$ cat src/sorted_name_table_lookup_top_defines.svh
// Assertion macros used by the sorted name table lookup controller.
`ifndef SORTED_NAME_TABLE_LOOKUP_TOP_DEFINES_SVH
`define SORTED_NAME_TABLE_LOOKUP_TOP_DEFINES_SVH

// The consequent must hold in the same cycle as the antecedent.
`define SNTL_ASSERT_SAME(label, clk, rst_n, ante, cons, msg) \
  label: assert property (@(posedge clk) disable iff (!rst_n) (ante) |-> (cons)) \
    else $error(msg);

// The consequent must hold in the cycle after the antecedent.
`define SNTL_ASSERT_NEXT(label, clk, rst_n, ante, cons, msg) \
  label: assert property (@(posedge clk) disable iff (!rst_n) (ante) |=> (cons)) \
    else $error(msg);

`endif

$ cat src/sntl_pkg.sv
// Shared types and constants of the sorted name table lookup.
package sntl_pkg;

  // Fixed widths of the configuration registers and the words.
  localparam int CW = 11;
  localparam int IW = 10;
  localparam int KW = 32;
  localparam int RW = 1;

  // Configuration register indexes.
  localparam logic [RW-1:0] REG_ENTRY_COUNT   = 1'b0;
  localparam logic [RW-1:0] REG_SPECIAL_COUNT = 1'b1;

  // Input word modes.
  localparam logic MODE_LOOKUP = 1'b0;
  localparam logic MODE_WRITE  = 1'b1;

  // Source of the table read address.
  typedef enum logic [1:0] {
    SEL_CACHE = 2'd0,
    SEL_SCAN  = 2'd1,
    SEL_MID   = 2'd2
  } sel_t;

  // Commands from the controller to the datapath.
  typedef struct packed {
    logic load;
    logic wr;
    logic rd;
    sel_t rd_sel;
    logic step_bin;
    logic emit_hit;
    logic emit_miss;
  } cmd_t;

  // Status from the datapath to the controller.
  typedef struct packed {
    logic cache_ok;
    logic scan_more;
    logic bin_more;
    logic eq;
    logic bin_cont;
  } stat_t;

endpackage

$ cat src/sntl_ctrl.sv
// Controller state machine that sequences the cache, scan and binary probes.
`include "sorted_name_table_lookup_top_defines.svh"

module sntl_ctrl (
  input  logic          clk,
  input  logic          rst_n,
  input  logic          start,
  input  logic          mode,
  output logic          busy,
  output sntl_pkg::cmd_t cmd,
  input  sntl_pkg::stat_t stat
);
  import sntl_pkg::*;

  typedef enum logic [6:0] {
    S_IDLE     = 7'b0000001,
    S_CHECK    = 7'b0000010,
    S_CACHE_RD = 7'b0000100,
    S_CACHE_CMP = 7'b0001000,
    S_SCAN_RD  = 7'b0010000,
    S_SCAN_CMP = 7'b0100000,
    S_BIN_RD   = 7'b1000000
  } state_t;

  // The binary compare shares the read state code space through a flag.
  state_t state_r, state_nxt;
  logic   bin_cmp_r, bin_cmp_nxt;
  state_t phase_nxt;
  logic   miss_now;

  // Next search phase once the current one has nothing left.
  always_comb begin
    miss_now = 1'b0;
    if (stat.scan_more) begin
      phase_nxt = S_SCAN_RD;
    end else if (stat.bin_more) begin
      phase_nxt = S_BIN_RD;
    end else begin
      phase_nxt = S_IDLE;
      miss_now  = 1'b1;
    end
  end

  // State transitions and commands.
  always_comb begin
    state_nxt   = state_r;
    bin_cmp_nxt = 1'b0;
    cmd         = '0;
    cmd.rd_sel  = SEL_CACHE;
    unique case (state_r)
      S_IDLE: begin
        if (start) begin
          if (mode == MODE_WRITE) begin
            cmd.wr = 1'b1;
          end else begin
            cmd.load  = 1'b1;
            state_nxt = S_CHECK;
          end
        end
      end
      S_CHECK: begin
        if (stat.cache_ok) begin
          state_nxt = S_CACHE_RD;
        end else begin
          state_nxt     = phase_nxt;
          cmd.emit_miss = miss_now;
        end
      end
      S_CACHE_RD: begin
        cmd.rd     = 1'b1;
        cmd.rd_sel = SEL_CACHE;
        state_nxt  = S_CACHE_CMP;
      end
      S_CACHE_CMP: begin
        if (stat.eq) begin
          cmd.emit_hit = 1'b1;
          state_nxt    = S_IDLE;
        end else begin
          state_nxt     = phase_nxt;
          cmd.emit_miss = miss_now;
        end
      end
      S_SCAN_RD: begin
        cmd.rd     = 1'b1;
        cmd.rd_sel = SEL_SCAN;
        state_nxt  = S_SCAN_CMP;
      end
      S_SCAN_CMP: begin
        if (stat.eq) begin
          cmd.emit_hit = 1'b1;
          state_nxt    = S_IDLE;
        end else begin
          state_nxt     = phase_nxt;
          cmd.emit_miss = miss_now;
        end
      end
      S_BIN_RD: begin
        // Without the flag the state issues the read; with the flag set it compares.
        if (!bin_cmp_r) begin
          cmd.rd      = 1'b1;
          cmd.rd_sel  = SEL_MID;
          bin_cmp_nxt = 1'b1;
        end else if (stat.eq) begin
          cmd.emit_hit = 1'b1;
          state_nxt    = S_IDLE;
        end else begin
          cmd.step_bin = 1'b1;
          if (!stat.bin_cont) begin
            cmd.emit_miss = 1'b1;
            state_nxt     = S_IDLE;
          end
        end
      end
      default: begin
        state_nxt = S_IDLE;
      end
    endcase
  end

  // State registers.
  always_ff @(posedge clk) begin
    if (!rst_n) begin
      state_r   <= S_IDLE;
      bin_cmp_r <= 1'b0;
    end else begin
      state_r   <= state_nxt;
      bin_cmp_r <= bin_cmp_nxt;
    end
  end

  assign busy = (state_r != S_IDLE);

  `SNTL_ASSERT_SAME(a_emit_excl, clk, rst_n, cmd.emit_hit, !cmd.emit_miss, "hit and miss together")
  `SNTL_ASSERT_NEXT(a_emit_idle, clk, rst_n, cmd.emit_hit || cmd.emit_miss, !busy, "busy after result")
  `SNTL_ASSERT_NEXT(a_lookup_busy, clk, rst_n, start && !busy && (mode == MODE_LOOKUP), busy, "lookup not started")
  `SNTL_ASSERT_SAME(a_write_idle, clk, rst_n, cmd.wr, !busy && !cmd.rd, "table write while searching")

endmodule

$ cat config.mk
export PLATFORM = sky130hd
export DESIGN_NAME = sntl_ctrl
export DESIGN_NICKNAME = d
export VERILOG_FILES = /design/src/sntl_pkg.sv /design/src/sntl_ctrl.sv
export VERILOG_INCLUDE_DIRS = /design/src /design/src/src
export SDC_FILE = /design/constraint.sdc
export NUM_CORES = 1
export LEC_CHECK = 0
export BUFFER_PORTS_ARGS = -buffer_cell sky130_fd_sc_hd__buf_2
export CELL_PAD_IN_SITES_DETAIL_PLACEMENT = 1
export CELL_PAD_IN_SITES_GLOBAL_PLACEMENT = 2
export CORE_MARGIN = 5
export CORE_UTILIZATION = 28
export DETAILED_ROUTE_END_ITERATION = 10
export GPL_TIMING_DRIVEN = 0
export MAX_ROUTING_LAYER = met4
export PLACE_DENSITY = 0.78
export SLEW_MARGIN = 40
export SYNTH_ARGS = -nofsm -noshare
export SYNTH_HDL_FRONTEND = slang
export SYNTH_SLANG_ARGS = --single-unit
$ cat constraint.sdc
create_clock -name clk -period 6.2 [get_ports clk]
set_input_delay 1.55 -clock clk [delete_from_list [all_inputs] [get_ports clk]]
set_output_delay 1.55 -clock clk [all_outputs]
set_load 0.1 [all_outputs]
==> impl_metrics.csv <==
group,metric,value,unit
yosys,yosysSeqAreaShare,0.2813,
yosys,netlist_area,569.3,um2
yosys,synth_fp_nets,81,
critical_path,r2r-end,"state_r[6]$_SDFFE_PN0P_",
sta,setup_viol,0,
floorplan,dieArea,3035,um2
yosys,yosys_warnings,0,
power_and_ir_drop,netSwitchingFraction,0.3425,
detailed_routing,first_pass_iters,4,
critical_path,cp_slowest_cell,"or4b_4",
sta,fin_skew,0.002091,ns
critical_path,r2r.worst_path.cells,5,
detailed_routing,route.detailed.drc,0,
clock_network,clk_pin_slew_worst_paths,0.05,ns
power_and_ir_drop,power_density,180.2,nW/um2
global_route,grt_pass1_vias,582,
clock_network,clockBufferDepth,2,
critical_path,cp_cell_sequence,"buf_2 > or4b_4 > a21oi_2 > a22o_1 > buf_2",
clock_network,cts_resized,0,
critical_path,slowest_delay,0.51,ns
sta,tightest_slew,0.6079,ns
finish,final_cells,119,
floorplan,start_util,0.2932,
yosys,yosys.area.top_type,"dfxtp_1",
yosys,netlist_top_cells_area,"dfxtp_1 (28%), nand3_1 (5.3%), xor2_1 (4.6%)",
clock_network,cts_sinks,8,
critical_path,arrival,2.95,ns
power_and_ir_drop,p_leak,0.3629,nW
place,portBuffers,17,
yosys,async_flop_share,0,
sta,max_clock_freq,0.2223,GHz
sta,period_needed,4.499,ns
finish,layout_commonest_cell,"buf_2",
clock_network,ctsHtreeMaxLevel,1,
finish,drive_above_1_share,0.3261,
power_and_ir_drop,p_clk_frac,0.312,
critical_path,reg2reg_slack,4.23,ns
floorplan,die_h,55.09,um
floorplan,die_w,55.09,um
critical_path,worstPathMaxFanout,6,
sta,slew_viol_final,0,
power_and_ir_drop,pwr-share-seq,0.409,
global_route,gr-total-overflow,0,
clock_network,cts.hold.buffers_added,0,
finish,fin_nets,103,
place,place_ws,1.689,ns
sta,tns,0,ns
clock_network,root_buffer,"clkbuf_4",
critical_path,worst_setup_path_start_kind,"input port",
outcome,status,"finished clean",
sta,min_period_over_period,0.7257,
detailed_routing,drt-wirelength-per-cell,13.02,um
sta,slew_headroom,0.5910,
clock_network,cts_setup_buffers,0,
place,hpwl,1.278,mm
clock_network,worstSkewPairLatency,0.25,ns
hold_path,hp-start,"bin_cmp_r$_SDFF_PN0_",
detailed_routing,vias_per_cell,5.067,
finish,antenna_cells,0,
power_and_ir_drop,power_frac_comb,0.279,
clock_network,cts_buffers,3,
finish,mostFrequentLayoutCells,"buf_2 (18), dfxtp_1 (8), nand3_1 (6), inv_1 (6), nor2_1 (5)",
yosys,yosysTopAreaCellShare,0.2813,
hold_path,hold_path.class,"reg -> reg",
sta,rsz0062_at_grt,"no",
place,place.gp.congestion,0.8126,
yosys,ys_seq_elements,8,
floorplan,core,1942,um2
floorplan,placementRows,16,
global_route,grt_usage,0.1239,
global_route,antenna_found_initial,0,
critical_path,r2r_start,"state_r[0]$_SDFFE_PN1P_",
yosys,syn_avg_cell_area,7.907,um2
detailed_routing,antenna_left,0,
yosys,synthFlopType,"dfxtp_1",
detailed_routing,vias,603,
floorplan,io-pin-count,18,
yosys,synth-edff-count,0,
sta,hold_viol,0,
critical_path,critPathKind,"in -> out",
yosys,synth_cells,72,
place,place_inst,116,
power_and_ir_drop,intPower,84.78,uW
detailed_routing,drtIter0Drc,6,
global_route,grt_pass1_wl,2.559,mm
clock_network,cts_tree,"done",
detailed_routing,wl,1.549,mm
hold_path,hold_end,"bin_cmp_r$_SDFF_PN0_",
critical_path,critPathRequiredTime,4.65,ns
power_and_ir_drop,switchingPower,44.16,uW
job,maxCapViolCount,0,
finish,area_delta_synth_final,25.71,%
power_and_ir_drop,worst_ir_drop_vdd,0.08268,mV
yosys,ys_types,33,
critical_path,end_kind,"primary output",
sta,setup_ws,1.701,ns
global_route,grt_max_degree,11,
hold_path,min_path_cells,2,
critical_path,crit_path_frequent_cell,"buf_2",
-- Yosys cell counts (2+ instances only) --
cell type  count
dfxtp_1        8
inv_1          6
nand3_1        6
nor2_1         5
nor3_1         5
and2_1         4
and3_1         3
o21ai_0        3
xor2_1         3
buf_6          2
nand2_1        2
nor2b_1        2
nor3b_1        2
nor4_1         2
-- metal layers --
layer / part of all wire / track usage / up-vias
li1: - / - / 301
met1: 0.45 / 0.1477 / 281
met2: 0.49 / 0.2047 / 18
met3: 0.046 / 0.008043 / 3
met4: 0.015 / 0.07287 / 0
met5: 0 / - / -
-- power groups by stage --
| stage | logic, mW | clock network, mW | registers, mW |
|---|---|---|---|
| 4_1_cts | 0.0366 | 0.0421 | 0.0527 |
| 6_report | 0.0359 | 0.0403 | 0.0527 |
| 5_1_grt | 0.0395 | 0.0443 | 0.0528 |
| 3_5_place_dp | 0.0364 | 0 | 0.0539 |
| 3_3_place_gp | 0.0356 | 0 | 0.0538 |
| 2_1_floorplan | 0.0277 | 0 | 0.0538 |
-- worst max-delay path by stage --
stage / startpoint / end / slack, ns / cells after the start
2_1_floorplan: stat[1] / cmd[0] / 0.92 / 2
3_3_place_gp: stat[1] / cmd[0] / 1.69 / 5
3_5_place_dp: stat[1] / cmd[0] / 1.69 / 5
4_1_cts: stat[1] / cmd[0] / 1.69 / 5
5_1_grt: stat[1] / cmd[0] / 1.64 / 5
6_report: stat[1] / cmd[0] / 1.70 / 5
-- stage by stage --
step	power, mW	util	cell area, um2	hold WS, ns
4_1_cts	0.1314	0.3686	715.7	0.6159
6_report	0.1289	0.3686	715.7	0.6015
3_3_place_gp	0.08943	0.3570	693.2	0.6011
3_5_place_dp	0.09025	0.3570	693.2	0.6085
5_1_grt	0.1366	0.3686	715.7	0.6401
2_1_floorplan	0.08148	-	574.3	0.5768
-- cells by family (layout without fill, tap and decap cells) --
group / count (synthesis) / after routing / synth area share
and+or+nand+nor: 39 / 39 / 0.4154
xor gates and xnor gates: 3 / 3 / 0.04616
AOI/OAI and AO/OA: 12 / 12 / 0.1604
DFF: 8 / 8 / 0.2813
buffers and inverters: 10 / 30 / 0.09668
-- worst max-delay path: cells and delay by family --
family                 cells  cell delay [ns]
AOI/OAI and AO/OA          2             0.33
and+or+nand+nor            1             0.51
buffers and inverters      2             0.55
-- area by class of cell --
cell class / count / area (um2)
Fill cell: 255 / 1226
Inverter: 6 / 22.52
Tap cell: 27 / 33.78
Clock buffer: 3 / 22.52
Multi-Input combinational cell: 54 / 359.1
Sequential cell: 8 / 160.2
Buffer: 4 / 32.53
Timing Repair Buffer: 17 / 85.08
-- sequential cells by signal, summed over array words and instances, names as in the netlist --
name       cells
state_r        7
bin_cmp_r      1
Power figures use the tool's default switching activity.
